**src/hw/rtl/mcpm_pkg.sv**
```systemverilog
// Package for the multi-channel pulse modulator.
// Holds the transaction types, the command and channel record types and
// the function codes. No dependencies.
package mcpm_pkg;

  // Input function codes
  localparam logic [1:0] FUNC_TICK  = 2'd0;
  localparam logic [1:0] FUNC_CLEAR = 2'd1;
  localparam logic [1:0] FUNC_SET   = 2'd2;

  // Drive kinds on the result side
  localparam logic DRIVE_DIGITAL = 1'b0;
  localparam logic DRIVE_ANALOG  = 1'b1;

  // Queue depths (powers of two)
  localparam int unsigned CMD_DEPTH = 2;
  localparam int unsigned RES_DEPTH = 4;

  typedef enum logic [1:0] {
    CMD_TICK,
    CMD_CLEAR,
    CMD_SET
  } cmd_kind_e;

  typedef enum logic [1:0] {
    BK_IDLE,
    BK_RUN,
    BK_FLUSH
  } back_state_e;

  typedef struct packed {
    logic [1:0]         func;
    logic [7:0]         channel;
    logic signed [7:0]  pin;
    logic signed [31:0] drive_level;
    logic [31:0]        low_time;
    logic [31:0]        on_time;
    logic               pin_sample;
  } in_item_t;

  typedef struct packed {
    logic [5:0]         out_channel;
    logic signed [7:0]  out_pin;
    logic               drive_kind;
    logic signed [31:0] drive_value;
    logic               last;
  } out_item_t;

  // Classified command handed from front to back
  typedef struct packed {
    cmd_kind_e         kind;
    logic [7:0]        channel;
    logic signed [7:0] pin;
    logic [31:0]       value;
    logic [31:0]       low_time;
    logic [31:0]       on_time;
    logic              sample;
    logic              is_dig;
    logic              is_ana;
  } cmd_t;

  // One channel as kept in the channel memory
  typedef struct packed {
    logic signed [7:0] pin;
    logic [31:0]       value;
    logic [31:0]       low_time;
    logic [31:0]       on_time;
    logic [31:0]       stamp;
    logic              high;
  } chan_rec_t;

  localparam chan_rec_t CHAN_RESET = '{
    pin:      8'hFF,
    value:    32'd0,
    low_time: 32'd0,
    on_time:  32'd0,
    stamp:    32'd0,
    high:     1'b0
  };

endpackage

```
**src/hw/rtl/mcpm_front.sv**
```systemverilog
// Front end: accepts input transactions, decodes the function, range-checks
// the channel and classifies the pin. Depends on mcpm_pkg.
module mcpm_front import mcpm_pkg::*; #(
  parameter int NUM_CHANNELS = 64,
  parameter int ANALOG_FIRST = 54,
  parameter int ANALOG_LAST  = 69
) (
  input  in_item_t in_item_i,
  input  logic     push,
  output logic     full,
  input  logic     cmd_full_i,
  output logic     cmd_push_o,
  output cmd_t     cmd_o
);
  logic keep;
  logic in_range;

  assign full     = cmd_full_i;
  assign in_range = ({24'd0, in_item_i.channel} < 32'(NUM_CHANNELS));

  always_comb begin
    cmd_o.channel  = in_item_i.channel;
    cmd_o.pin      = in_item_i.pin;
    cmd_o.value    = in_item_i.drive_level;
    cmd_o.low_time = in_item_i.low_time;
    cmd_o.on_time  = in_item_i.on_time;
    cmd_o.sample   = in_item_i.pin_sample;
    cmd_o.is_dig   = (in_item_i.pin >= 0) && (in_item_i.pin < ANALOG_FIRST);
    cmd_o.is_ana   = (in_item_i.pin >= ANALOG_FIRST) && (in_item_i.pin <= ANALOG_LAST);
    cmd_o.kind     = CMD_TICK;
    keep           = 1'b0;
    unique case (in_item_i.func)
      FUNC_TICK: begin
        cmd_o.kind = CMD_TICK;
        keep       = 1'b1;
      end
      FUNC_CLEAR: begin
        cmd_o.kind = CMD_CLEAR;
        keep       = 1'b1;
      end
      FUNC_SET: begin
        cmd_o.kind = CMD_SET;
        keep       = in_range;
      end
      default: begin
        keep = 1'b0;  // undefined function, dropped
      end
    endcase
  end

  assign cmd_push_o = push && !cmd_full_i && keep;

endmodule

```
**config.mk**
```make
export PLATFORM = sky130hd
export DESIGN_NAME = mcpm_front
export DESIGN_NICKNAME = d
export VERILOG_FILES = /design/src/hw/rtl/mcpm_pkg.sv /design/src/hw/rtl/mcpm_front.sv
export SDC_FILE = /design/constraint.sdc
export NUM_CORES = 1
export LEC_CHECK = 0
export BUFFER_PORTS_ARGS = -buffer_cell sky130_fd_sc_hd__buf_2
export CAP_MARGIN = 5
export CORE_AREA = 2 2 92 94
export DETAILED_ROUTE_END_ITERATION = 10
export DIE_AREA = 0 0 94 96
export PLACE_DENSITY_LB_ADDON = 0.12
export SLEW_MARGIN = 0
export SYNTH_ARGS = -nofsm -noshare
export SYNTH_HDL_FRONTEND = slang
export SYNTH_SLANG_ARGS = --single-unit
```
**constraint.sdc**
```tcl
create_clock -name vclk -period 0.8
set_input_delay 0.04 -clock vclk [all_inputs]
set_output_delay 0.04 -clock vclk [all_outputs]
set_load 0.005 [all_outputs]
```
; ---- After elaboration in Yosys (flattened, before gate mapping)
; Index checks and enable logic that the tools add are counted.
[totals]
regBits = 0
latch_bits = 0
ramBits = 0
mem_bits_ro = 0
out_inout_bits = 119
word_cells = 16
memories = 0
[op_classes]
n_addsub = 0
n_mul = 0
div = 0
magnitude_cmp = 5
n_eq_ne = 2
n_shift = 0
muxes = 2
n_bitwise = 0
n_reduce_logical = 7
[op_table]
columns = operator, n
row1 = $lt 8x7->1 const B, 2
row2 = $ge 8x1->1 const B, 1
row3 = $ge 8x7->1 const B, 1
row4 = $le 8x8->1 const B, 1
row5 = $logic_and 1x1->1, 4
row6 = $pmux 2 s2, 1
row7 = $eq 2x1->1 const B, 1
row8 = $eq 2x2->1 const B, 1
row9 = $logic_not 2->1, 1
row10 = $pmux 1 s2, 1
row11 = $reduce_or 2->1, 1
row12 = $logic_not 1->1, 1

; ---- Depth between registers and ports, before layout
[logic_depth]
ltp_word = 4
depth_mapped = 2
ltp_nobuf = 2

; ---- Worst setup path before layout
; Ideal clock, no wire load.
[synth_path]
path_kind = input port to output port
start = in in_item_i[112] in the netlist's numbering
end = out cmd_push_o
arrival_time_ns = 0.524
path_slack_ns = 0.236
cell_stages = 2
path_cell_list = o31a_1 nor3b_1
[synth_between]
elab_chain_len = 3
[synth_rtl]
columns = element, line
row1 = "start, declared", mcpm_front.sv:8  ; input in_item_t in_item_i,
row2 = $lt 8x7->1, mcpm_front.sv:19  ; assign in_range = ({24'd0, in_item_i.channel} < 32'(NUM_CHANNELS));
row3 = $pmux 1 s2, mcpm_front.sv:32  ; unique case (in_item_i.func)
row4 = $logic_and 1x1->1, mcpm_front.sv:51  ; assign cmd_push_o = push && !cmd_full_i && keep;
row5 = "end, declared", mcpm_front.sv:12  ; output logic cmd_push_o,
; No other way between the ends.

==> impl_metrics.env <==
export IMPL_status="finished with violations"
export IMPL_violations="setup timing"
export IMPL_gp_congestion=0.500
export IMPL_arrival_ns=0.77
export IMPL_start_util_pct=11.6
export IMPL_die_w_um=94
export IMPL_antenna_found_initial=0
export IMPL_n_clock_buffer=0
export IMPL_core_area_um2=8050
export IMPL_pre_cts_slack_ns=-0.123
export IMPL_num_io_pins=236
export IMPL_routedWlPerCell_um=12.9
export IMPL_grt_first_pass_wirelength_mm=2.14
export IMPL_multi_input_area_um2=98.8
export IMPL_utilization_pct=5.02
export IMPL_postLayoutCellArea_um2=404
export IMPL_synthAdderAreaFrac_pct=0
export IMPL_setup_viol=1
export IMPL_grt_pass1_vias=379
export IMPL_period_needed_ns=0.808
export IMPL_period_share_pct=101
export IMPL_synth_area_um2=933
export IMPL_fp_dieArea_um2=9020
export IMPL_synth_common_cells="114 x buf_4, 2 x nor2b_1"
export IMPL_synth_top_area_cell="buf_4"
export IMPL_synth_area_mux_share_pct=1.21
export IMPL_cp_max_fo=2
export IMPL_synth_distinct_cells=9
export IMPL_drtIter0Drc=1
export IMPL_grt_overflow=0
export IMPL_maxCapViolCount=0
export IMPL_synth_area_per_cell_um2=7.59
export IMPL_grt_use_total_pct=3.14
export IMPL_grt_max_degree=5
export IMPL_synth_xor_area_share_pct=0
export IMPL_drive_above_1_share_pct=87.2
export IMPL_die_height_um=96
export IMPL_synth_top_family_by_area="buffers and inverters"
export IMPL_firstDrtPassIters=2
export IMPL_seq_area_frac_synth_pct=0
export IMPL_vias=357
export IMPL_num_nets_final=158
export IMPL_synth_top_cell_area_share_pct=91.7
export IMPL_final_seq_area_um2=0
export IMPL_ant_nets=0
export IMPL_remaining_drc_errors=0
export IMPL_max_freq_mhz=1240
export IMPL_ys_warn_count=0
export IMPL_hold_viol_final=0
export IMPL_postPlaceCellArea_um2=364
export IMPL_power_leakage_nw=0.165
export IMPL_yosys_area_share_simple_pct=4.42
export IMPL_antenna_cells=0
export IMPL_nFillCells=950
export IMPL_drv_slew=0
export IMPL_area_growth_pct=-56.7
export IMPL_worst_slew_pin_transition_ns=0.221
export IMPL_viasPerCell=2.48
export IMPL_portBuffers=28
export IMPL_p_per_area_nw_per_um2=343
export IMPL_hold_class="primary input to output port"
export IMPL_end_kind="output port"
export IMPL_cp_required_ns=0.76
export IMPL_ir_worst_vdd_v=0.0000293
export IMPL_rows=33
export IMPL_syn_nets=240
export IMPL_synth_most_common_cell="buf_4"
export IMPL_synth_compound_area_share_pct=2.68
export IMPL_seq_cells=0
export IMPL_synth_cells=123
export IMPL_rsz0062_at_grt="true"
export IMPL_finalWirelength_mm=1.85
export IMPL_cts_hold_buf=0
export IMPL_crit_type="primary input to output port"
export IMPL_max_slew_margin_rel_pct=85.2
export IMPL_startpoint_type="primary input"
export IMPL_ys_top_cells_by_area="buf_4 92%, and4bb_1 1.3%, nor2b_1 1.3%"
export IMPL_timing_final_ws_setup_ns=-0.00811
## metal layers
metal  track usage, %  share of wire [%]
met1            0.796                 14
met3             3.21                 28
met4             5.80                 16
met2             5.06                 42
met5                0                  0
## where the power goes
| part | switching [mW] | internal [mW] | leakage [nW] |
|---|---|---|---|
| clock | 0 | 0 | 0 |
| combinational | 0.0585 | 0.0800 | 0.165 |
| sequential | 0 | 0 | 0 |
## metrics by stage
stage | power, mW | setup TNS, ns | instances | hold WS, ns
3_3_place_gp | 0.127 | -0.117 | 144 | 0.0800
4_1_cts | 0.140 | -0.0278 | 144 | 0.0800
3_5_place_dp | 0.126 | -0.152 | 144 | 0.0800
5_1_grt | 0.153 | -0.0414 | 144 | 0.0800
2_1_floorplan | 0.484 | 0 | 123 | 0.110
6_report | 0.138 | -0.00811 | 144 | 0.0800
## repair_timing
item	CTS	global route
setup endpoints to repair	2	3
gates resized for setup	5	2
buffers inserted	0	0
pin swaps	2	0
## worst max-delay path, cell delays in order
cell and delay [ns]:
buf_6 0.09, a21o_1 0.21, mux2_4 0.31, buf_6 0.12
## placed cells by master (no fill, tap or decap)
master,instances
nor3b_2,1
buf_6,3
buf_2,25
nor2b_1,2
a311oi_2,1
a21o_1,1
mux2_4,1
nor4b_2,1
and4bb_1,1
o31a_1,1
buf_4,2
## path summary, 6_finish.rpt
| check | cells past startpoint | start | to | slack, ns |
|---|---|---|---|---|
| worst min-delay path | 0 | in_item_i[30] | cmd_o[32] | 0.08 |
| worst max-delay path | 4 | in_item_i[98] | cmd_o[0] | -0.008 |
## final cells by class
cell class	instances	area share (%)
Multi-Input combinational cell	9	24.5
Tap cell	105	32.5
Timing Repair Buffer	30	43.0
## kinds of logic after synthesis
family                 Yosys count
muxes                            1
buffers and inverters          114
AOI/OAI and AO/OA                3
and+or+nand+nor                  5
Power figures use the tool's default switching activity.
