--- config.mk ---
export PLATFORM = sky130hd
export DESIGN_NAME = mcpm_fifo
export DESIGN_NICKNAME = d
export VERILOG_FILES = /design/src/hw/rtl/mcpm_fifo.sv
export SDC_FILE = /design/constraint.sdc
export NUM_CORES = 1
export LEC_CHECK = 0
export BUFFER_PORTS_ARGS = -buffer_cell sky130_fd_sc_hd__buf_2
export CORE_MARGIN = 4
export CORE_UTILIZATION = 30
export DETAILED_ROUTE_END_ITERATION = 10
export GPL_TIMING_DRIVEN = 0
export PLACE_DENSITY = 0.48
export SLEW_MARGIN = 20
export SYNTH_ARGS = -nofsm -noshare
export SYNTH_HDL_FRONTEND = slang
export SYNTH_SLANG_ARGS = --single-unit
--- constraint.sdc ---
create_clock -name clk_i -period 4.4 [get_ports clk_i]
set_clock_uncertainty 0.2 [all_clocks]
set_input_delay 0.44 -clock clk_i [delete_from_list [all_inputs] [get_ports clk_i]]
set_output_delay 0.44 -clock clk_i [all_outputs]
set_load 0.005 [all_outputs]
--- src/hw/rtl/mcpm_fifo.sv ---
// Small synchronous FIFO on flip-flops, head visible while not empty.
// DEPTH must be a power of two, at least 2. No dependencies.
module mcpm_fifo #(
  parameter int unsigned WIDTH = 8,
  parameter int unsigned DEPTH = 4
) (
  input  logic             clk_i,
  input  logic             rst_ni,
  input  logic             push_i,
  input  logic [WIDTH-1:0] data_i,
  output logic             full_o,
  input  logic             pop_i,
  output logic [WIDTH-1:0] data_o,
  output logic             empty_o
);
  localparam int unsigned AW = $clog2(DEPTH);

  logic [WIDTH-1:0] mem_q [DEPTH];
  logic [AW-1:0]    wptr_q, wptr_d, rptr_q, rptr_d;
  logic [AW:0]      cnt_q, cnt_d;
  logic             do_push, do_pop;

  assign full_o  = (cnt_q == (AW+1)'(DEPTH));
  assign empty_o = (cnt_q == '0);
  assign do_push = push_i && !full_o;
  assign do_pop  = pop_i && !empty_o;
  assign data_o  = mem_q[rptr_q];

  always_comb begin
    wptr_d = do_push ? wptr_q + 1'b1 : wptr_q;
    rptr_d = do_pop ? rptr_q + 1'b1 : rptr_q;
    cnt_d  = cnt_q;
    if (do_push && !do_pop) begin
      cnt_d = cnt_q + 1'b1;
    end else if (do_pop && !do_push) begin
      cnt_d = cnt_q - 1'b1;
    end
  end

  always_ff @(posedge clk_i or negedge rst_ni) begin
    if (!rst_ni) begin
      wptr_q <= '0;
      rptr_q <= '0;
      cnt_q  <= '0;
    end else begin
      wptr_q <= wptr_d;
      rptr_q <= rptr_d;
      cnt_q  <= cnt_d;
    end
  end

  always_ff @(posedge clk_i) begin
    if (do_push) begin
      mem_q[wptr_q] <= data_i;
    end
  end

endmodule

# Yosys cells after proc, flatten, opt, wreduce, memory -nomap -nowiden
# Memory sizes are Yosys's and may differ from the RTL's.
# Cells that the tools add are included.
# word_totals
ramBits	32
reg_bits	7
elab_cells	23
mem_count	1
# op_classes
eq_ne	1
n_addsub	4
n_reduce_logical	10
mux	4
# mem_list
memory	depth	word_bits	read_ports	rd_clocked_by_memory_dff	wr	line_no	text
mem_q	4	8	1	0	1	18	logic [WIDTH-1:0] mem_q [DEPTH];
# op_table
op	count
$mux W3	2
$add A2 B1 Y2 const B	2
$logic_and A1 B1 Y1	4
$logic_not A1 Y1	4
$add A3 B1 Y3 const B	1
$eq A3 B3 Y1 const B	1
$logic_not A3 Y1	1
$sub A3 B1 Y3 const B	1
$mux W1	2
$reduce_bool A2 Y1	1

# Logic depth before layout (Yosys ltp)
# Gate-level depths: netlist of run 1.
# depth
ltp_word	7
ltp_mapped	9
mapped_depth_nobuf	8

# Worst setup path after synthesis of run 1
# OpenSTA, ideal clock, no wires.
# synth_timing
kind	reg2reg
from	register cnt_q[0]
to	register cnt_q[2]
slack_ps	2237
required_ps	4121
synth_period_minus_slack_ps	2163
arrival_time_ps	1884
path_stages_with_launch	9
cell_sequence	dfrtp_1 -> nor3_1 -> nand2b_1 -> ha_1 -> inv_1 -> fa_1 -> xor2_1 -> nor2_1 -> xor2_1
# synth_via
elab_chain_len	6
# synth_lines
item	line_no	text
from (decl)	20	logic [AW:0] cnt_q, cnt_d;
from (signal assigned)	48	cnt_q <= cnt_d;
$logic_not A3 Y1 *	24	assign empty_o = (cnt_q == '0);
named net empty_o	14	output logic empty_o
$logic_not A1 Y1 *	26	assign do_pop = pop_i && !empty_o;
$logic_and A1 B1 Y1 *	26	
$logic_not A1 Y1	33	if (do_push && !do_pop) begin
$logic_and A1 B1 Y1	33	
$mux W3 / $reduce_bool A2 Y1 (equally long branches)	--	
# The timed path passes the listed nets; every way through them passes the cells marked *. The select of a mux whose other input is x is not followed.
# A chain may end at the register's enable or synchronous reset.

# Final worst setup path of run 1
# layout_timing
from	register cnt_q[0]
to	register cnt_q[2]
# layout_via
elab_chain_len	6
# layout_lines
item
branches (longest 6 deep; another with $sub A3 B1 Y3)
# Several ways; the timed one is not identified. The select of a mux whose other input is x is not followed.

==> implementation parameters, run 1 <==
Parameter                              Value

Timing
  Setup TNS    0 ps
  Final setup violating endpoints    0
  Maximum clock rate    between 400 and 500 MHz
  Final critical delay including setup and external delays    about 2300 ps
  Share of the cycle needed by the critical path after routing    0.524
  Hold violation count in the final report    0
  Final Hold Slack    about 170 ps
  Number of pins with negative max-slew slack in the final report    0
  Measured slew at the worst slew-check pin    approximately 610 ps
  Tightest slew margin relative to the limit    0.591
  RSZ-0062 raised after global routing    no
  Setup ws final    around 2100 ps

Clock network
  Clock Sinks    39
  Clk root buf    clkbuf_8
  H-Tree Level Count    2
  Clock tree from TritonCTS    built
  Number of buffers on the longest clock path    2
  Clock input transition at the sequential cells of the worst setup and hold paths    ~80 ps
  Clock network latency to the later pin of the worst-skew pair    ~280 ps
  Cts hold-fix bufs    1
  Number of clock buffers inserted by TritonCTS    5
  Count of cells resized by post-cts repair    0
  Post-CTS setup buffer count    0

Critical path
  Type of origin of the critical path    register
  Endpoint class of the critical path    register
  Length in cells of the worst reg-to-reg path    8
  Classification of the worst setup path    register to register
  Maximum fanout along the worst path    4
  Signal arrival time at the worst endpoint    2320 ps
  Data required time at the worst endpoint    approximately 4400 ps

Detailed routing
  Routed wire per std cell    about 15 um
  Via count    738
  Number of remaining DRC errors    0
  Met1 Wirelength    1140 um
  Drt total wl    about 2600 um
  DR top layer    met4
  Per-cell via count in the routed design    4.17
  Post-DRT Antenna Nets    0
  Met2 routed WL    1320 um
  Iter 0 DRT Violations    between 40 and 50
  Detailed-router iteration count before antenna repair    2
  Detailed-routed wire length on met3    between 100 and 150 um

Logic synthesis
  Post-synth top area cell    edfxtp_1
  Number of unique standard cell types used by synthesis    20
  Biggest area contributors in the synthesized netlist    edfxtp_1, mux4_2, dfrtp_1
  Syn Std Cell Area    between 0.0015 and 0.002 sq mm
  Number of enable flip-flop cells after synthesis    32
  Dominant synthesized flop cell    edfxtp_1
  Avg Cell Area, Syn    slightly above 20 sq um
  Total of warnings raised by yosys    0
  Portion of the post-synthesis area used by sequential elements    0.715
  Area share of the largest cell type after synthesis    0.605
  Synthesized net count    between 90 and 100
  Most common library cells after synthesis    edfxtp_1, mux4_2, dfrtp_1
  Asr flop ratio synth    0.179
  Most frequent cell after synthesis    edfxtp_1
  Mapped Cells    a little under 80
  Flip-flop and latch count after synthesis    39

Cells and area
  Net total in the final layout    124
  Diode count    0
  Layout overhead on the synthesized area    19.5%
  Core Util, Final    0.372
  Layout cell share with drive strength beyond 1    0.430

Floorplan
  Die height    between 80 and 90 um
  Starting density of the core    0.311
  Core box area    just over 0.005 sq mm
  Full die area    roughly 0.0065 sq mm
  Boundary pin count    22
  Die outline width    a little over 80 um
  Number of placement rows    26

Flow run
  Max-cap violations    0

Global routing
  Global-route wire length before repair    approximately 4300 um
  Overall global routing resource usage    0.0935
  Number of global-route vias before repair    between 800 and 900
  Global route total overflow    0
  Largest net degree at the start of global routing    13
  Number of antenna violations at the first check in global routing    0

Status
  Result of the run    completed

Power
  Largest vdd supply drop    between 0.00015 and 0.0002 V
  Total power divided by cell area    around 640 mW/mm^2
  Static Leakage    around 0.7 nW
  PnR Total Power    1.22 mW

Hold path
  Hold Path Stages    1
  Worst min-delay path class    input port to register

Place
  Placer Congestion    around 0.73
  IO buf count    21
  Post-detailed-placement half-perimeter wirelength    around 1800 um
  Dpl ws    ~2100 ps
## kinds of logic (layout without fill, tap and decap cells)
family                   Yosys count  count (layout)  share of synthesized area
buffers and inverters              6              36                     0.0197
multiplexers                      10              10                      0.130
flip-flops                        39              39                      0.715
adder cells (fa/ha/maj)            6               6                     0.0520
AND/OR/NAND/NOR                   10              10                     0.0504
XOR/XNOR                           6               6                     0.0331
## registers in the layout, indices dropped and copies added, names as in the netlist
register / count
rptr_q: 2
cnt_q: 3
mem_q: 32
wptr_q: 2
## cell usage in the layout, fill, tap and decap left out
cell	synthesis	routed
edfxtp_1	32	32
buf_2	1	22
mux4_2	8	8
dfrtp_1	7	7
ha_1	5	5
clkbuf_8	0	5
and2_2	4	4
xnor2_1	4	4
inv_1	3	3
xor2_1	2	2
clkbuf_1	1	1
nor3b_4	1	1
nor2b_2	1	1
buf_6	1	1
nor3_1	1	1
nand2b_1	1	1
mux2_2	1	1
mux2_4	1	1
nand3b_1	1	1
nor2_1	1	1
fa_1	1	1
clkinv_2	0	1
clkinv_1	0	1
bufinv_16	0	1
dlygate4sd3_1	0	1
## worst max-delay path, cell delays in order, from the launching register on
cell      delay (ps)
dfrtp_1          470
nor3_1           320
nand2b_1         190
ha_1             200
inv_1             60
fa_1             370
xor2_1           150
nor2_1           110
xor2_1           170
## through the flow
stage                     std cells  cell area [sq um]
after global placement          168               1780
after global routing            177               1900
after detailed placement        168               1780
after CTS                       177               1900
final                           177               1900
after floorplan                  77               1590
## worst paths after layout
| kind | to | start | slack [ps] |
|---|---|---|---|
| setup / recovery | cnt_q[2] | cnt_q[0] | 2090 |
| min in group asynchronous | cnt_q[2] | rst_ni | 310 |
| setup reg to reg | cnt_q[2] | cnt_q[0] | 2090 |
| hold / removal | mem_q[0][1] | data_i[1] | 170 |
| max in group asynchronous | rptr_q[1] | rst_ni | 3530 |
| hold reg to reg | cnt_q[2] | cnt_q[2] | 320 |
## where the power goes
part | switching, mW | leakage [nW] | internal, mW
registers | 0.0442 | 0.375 | 0.501
clock network | 0.120 | 0.0556 | 0.166
logic | 0.184 | 0.273 | 0.209
total | 0.349 | 0.703 | 0.875
## per-layer routing
metal  GRT usage  up-vias
met5           0        -
met4      0.0355        0
met3      0.0377        5
met2       0.148       15
met1       0.115      371
li1            -      347
## layout make-up
class / instances / area [sq um]
fill: 498 / 3210
sequential: 39 / 1140
multi-input combinational: 32 / 422
timing repair buffer: 22 / 115
tap: 70 / 87.6
clock buffer: 5 / 68.8
clock inverter: 3 / 38.8
buffer: 3 / 20.0
inverter: 3 / 11.3
(Power assumes the default switching activity.)
==> run 2, diff against run 1 <==
- PLACE_DENSITY: 0.48 -> 0.5
- clock period: 4.4 -> 1.9 ns (I/O delays scaled with it)
==> run 2 against run 1 <==
  * The run now ends with setup timing left
  * Critical path depth did not move
  * First-iteration DRC count rose by 6.3%
  * Via count rose by 10%
  * Register-to-register slack got worse by 2200 ps
  * Maximum frequency rose by 14%
  * Clock power rose by 87%
  * Wire length rose by 5.5%
  * Sequential power rose by 140%
  * Flip-flop and latch count did not move
  * Count of clock-buffer cells in the layout rose by 1
  * Global-route usage rose by 0.067 points
  * Highest routed layer unchanged
==> implementation parameters, run 2 (same netlist as run 1, synthesis figures left out) <==
Parameter                              Value

Floorplan
  Core box area    ~0.0051 sq mm
  Die outline width    80.8 um
  Full die area    about 0.0065 sq mm
  Number of placement rows    26
  Die height    80.8 um
  Boundary pin count    22
  Starting density of the core    0.311

Status
  Failing checks    setup timing
  Result of the run    finished, violations left

Critical path
  Signal arrival time at the worst endpoint    between 2000 and 2500 ps
  R2R Path End    cnt_q[2]
  Slack of the worst reg-to-reg path    -120 ps
  Endpoint class of the critical path    register
  Maximum fanout along the worst path    3
  Type of origin of the critical path    register
  Data required time at the worst endpoint    roughly 1900 ps
  Reg-to-Reg Start    cnt_q[2]
  Classification of the worst setup path    register to register
  Length in cells of the worst reg-to-reg path    8

Timing
  Hold violation count in the final report    0
  Final critical delay including setup and external delays    just over 2000 ps
  Final Hold Slack    ~63 ps
  Setup ws final    -121 ps
  RSZ-0062 raised after global routing    yes
  Number of pins with negative max-slew slack in the final report    0
  Final setup violating endpoints    2
  Measured slew at the worst slew-check pin    approximately 430 ps
  Tightest slew margin relative to the limit    0.715
  Maximum clock rate    a little under 500 MHz
  Share of the cycle needed by the critical path after routing    1.06

Global routing
  Overall global routing resource usage    0.0942
  Number of antenna violations at the first check in global routing    0
  Global route total overflow    0
  Largest net degree at the start of global routing    13
  Global-route wire length before repair    4300 um
  Number of global-route vias before repair    884

Cells and area
  Diode count    0
  Filler-free cell count of the finished design    about 190
  Layout overhead on the synthesized area    30.2%
  Largest reg by FF count    mem_q
  Count of fill cells added during filler insertion    approximately 470
  Layout cell share with drive strength beyond 1    0.492
  Post-route cell area    0.00207 sq mm
  Flip-flop count of the largest register after layout    32
  Most frequent cells in the layout    edfxtp_1, buf_2, dlygate4sd3_1
  Regs by FF count    mem_q x32, cnt_q x3
  Leading cell type in the layout, fill and taps excluded    edfxtp_1
  Net total in the final layout    ~140
  Core Util, Final    0.405

Clock network
  Clock Sinks    39
  Clock network latency to the later pin of the worst-skew pair    approximately 280 ps
  Number of clock buffers inserted by TritonCTS    5
  H-Tree Level Count    2
  Number of buffers on the longest clock path    2
  Clock input transition at the sequential cells of the worst setup and hold paths    roughly 70 ps
  Clk root buf    clkbuf_8
  Clock tree from TritonCTS    built

Place
  Post-detailed-placement half-perimeter wirelength    roughly 1700 um
  Dpl ws    -217 ps
  Placed insts    roughly 170
  Placer Congestion    approximately 0.65
  IO buf count    21
  Placed instance area    0.00182 sq mm

Power
  Largest vdd supply drop    about 0.00056 V
  Power share of the combinational group    0.373
  Net Switching    between 800 and 900 uW
  Clock share of power    0.181
  Internal Power    ~2.1 mW
  Static Leakage    about 0.77 nW
  Total power divided by cell area    about 1400 mW/mm^2
  Fraction of power spent switching nets    0.296
  Fraction of power consumed by sequential logic    0.446

Detailed routing
  Via count    between 800 and 900
  Drt total wl    between 2000 and 3000 um
  Routed wire per std cell    approximately 14 um
  Per-cell via count in the routed design    4.23
  Number of remaining DRC errors    0
  Detailed-router iteration count before antenna repair    2
  Post-DRT Antenna Nets    0
  Iter 0 DRT Violations    51

Flow run
  Max-cap violations    0

Hold path
  Worst min-delay path class    input port to async pin
==> run 2: per-stage QoR <==
| stage | setup TNS (ps) | total power, mW |
|---|---|---|
| after floorplan | -216 | 1.96 |
| after global placement | -330 | 2.25 |
| after detailed placement | -388 | 2.29 |
| after CTS | -312 | 2.93 |
| after global routing | -380 | 3.15 |
| final | -234 | 2.95 |
==> run 2: repair_timing <==
action | 4_1_cts | 5_1_grt
gates resized for setup | 3 | 4
pin swaps | 3 | 5
buffers inserted | 5 | 3
endpoints found under the hold margin | 40 | 0
hold buffers | 10 | 0
setup endpoints to repair | 10 | 9
gates cloned | 0 | 0
==> run 2: routing by layer <==
layer	part of all wire	global-route usage	vias to the layer above
met4	0.019	0.0405	0
met1	0.40	0.104	408
li1	-	-	381
met2	0.52	0.161	19
met5	0	0	-
met3	0.053	0.0377	5
==> run 2: power by group through the flow <==
stage	registers, mW	logic [mW]	clock network (mW)
after global routing	1.34	1.21	0.596
final	1.31	1.10	0.535
after CTS	1.32	1.05	0.559
after floorplan	1.28	0.686	0
after global placement	1.29	0.961	0
after detailed placement	1.30	0.982	0
==> run 2: final cells by class <==
type | count | area [sq um] | share of cell area
inverters | 3 | 13.8 | 0.00665
plain buffers | 1 | 20.0 | 0.00967
multi-input cells | 32 | 459 | 0.222
clock buffers | 6 | 72.6 | 0.0351
flip-flops and latches | 39 | 1140 | 0.550
repair buffers | 39 | 265 | 0.128
clock inverters | 2 | 12.5 | 0.00605
well taps | 70 | 87.6 | 0.0423
==> run 2: worst max path at each step <==
stage | slack (ps) | end | cells after the start | from
2_1_floorplan | -120 | cnt_q[1] | 7 | cnt_q[1]
3_3_place_gp | -190 | cnt_q[2] | 9 | cnt_q[2]
3_5_place_dp | -220 | cnt_q[2] | 9 | cnt_q[2]
4_1_cts | -160 | cnt_q[1] | 7 | cnt_q[1]
5_1_grt | -210 | cnt_q[2] | 8 | cnt_q[1]
6_report | -120 | cnt_q[2] | 8 | cnt_q[2]
==> run 2: worst max-delay path: stages, from the launching register on <==
cell	delay (ps)
dfrtp_1	420
nor3b_4	170
nor2b_2	190
ha_4	170
inv_4	30
fa_2	340
xor2_1	140
nor2_1	120
xor2_1	150
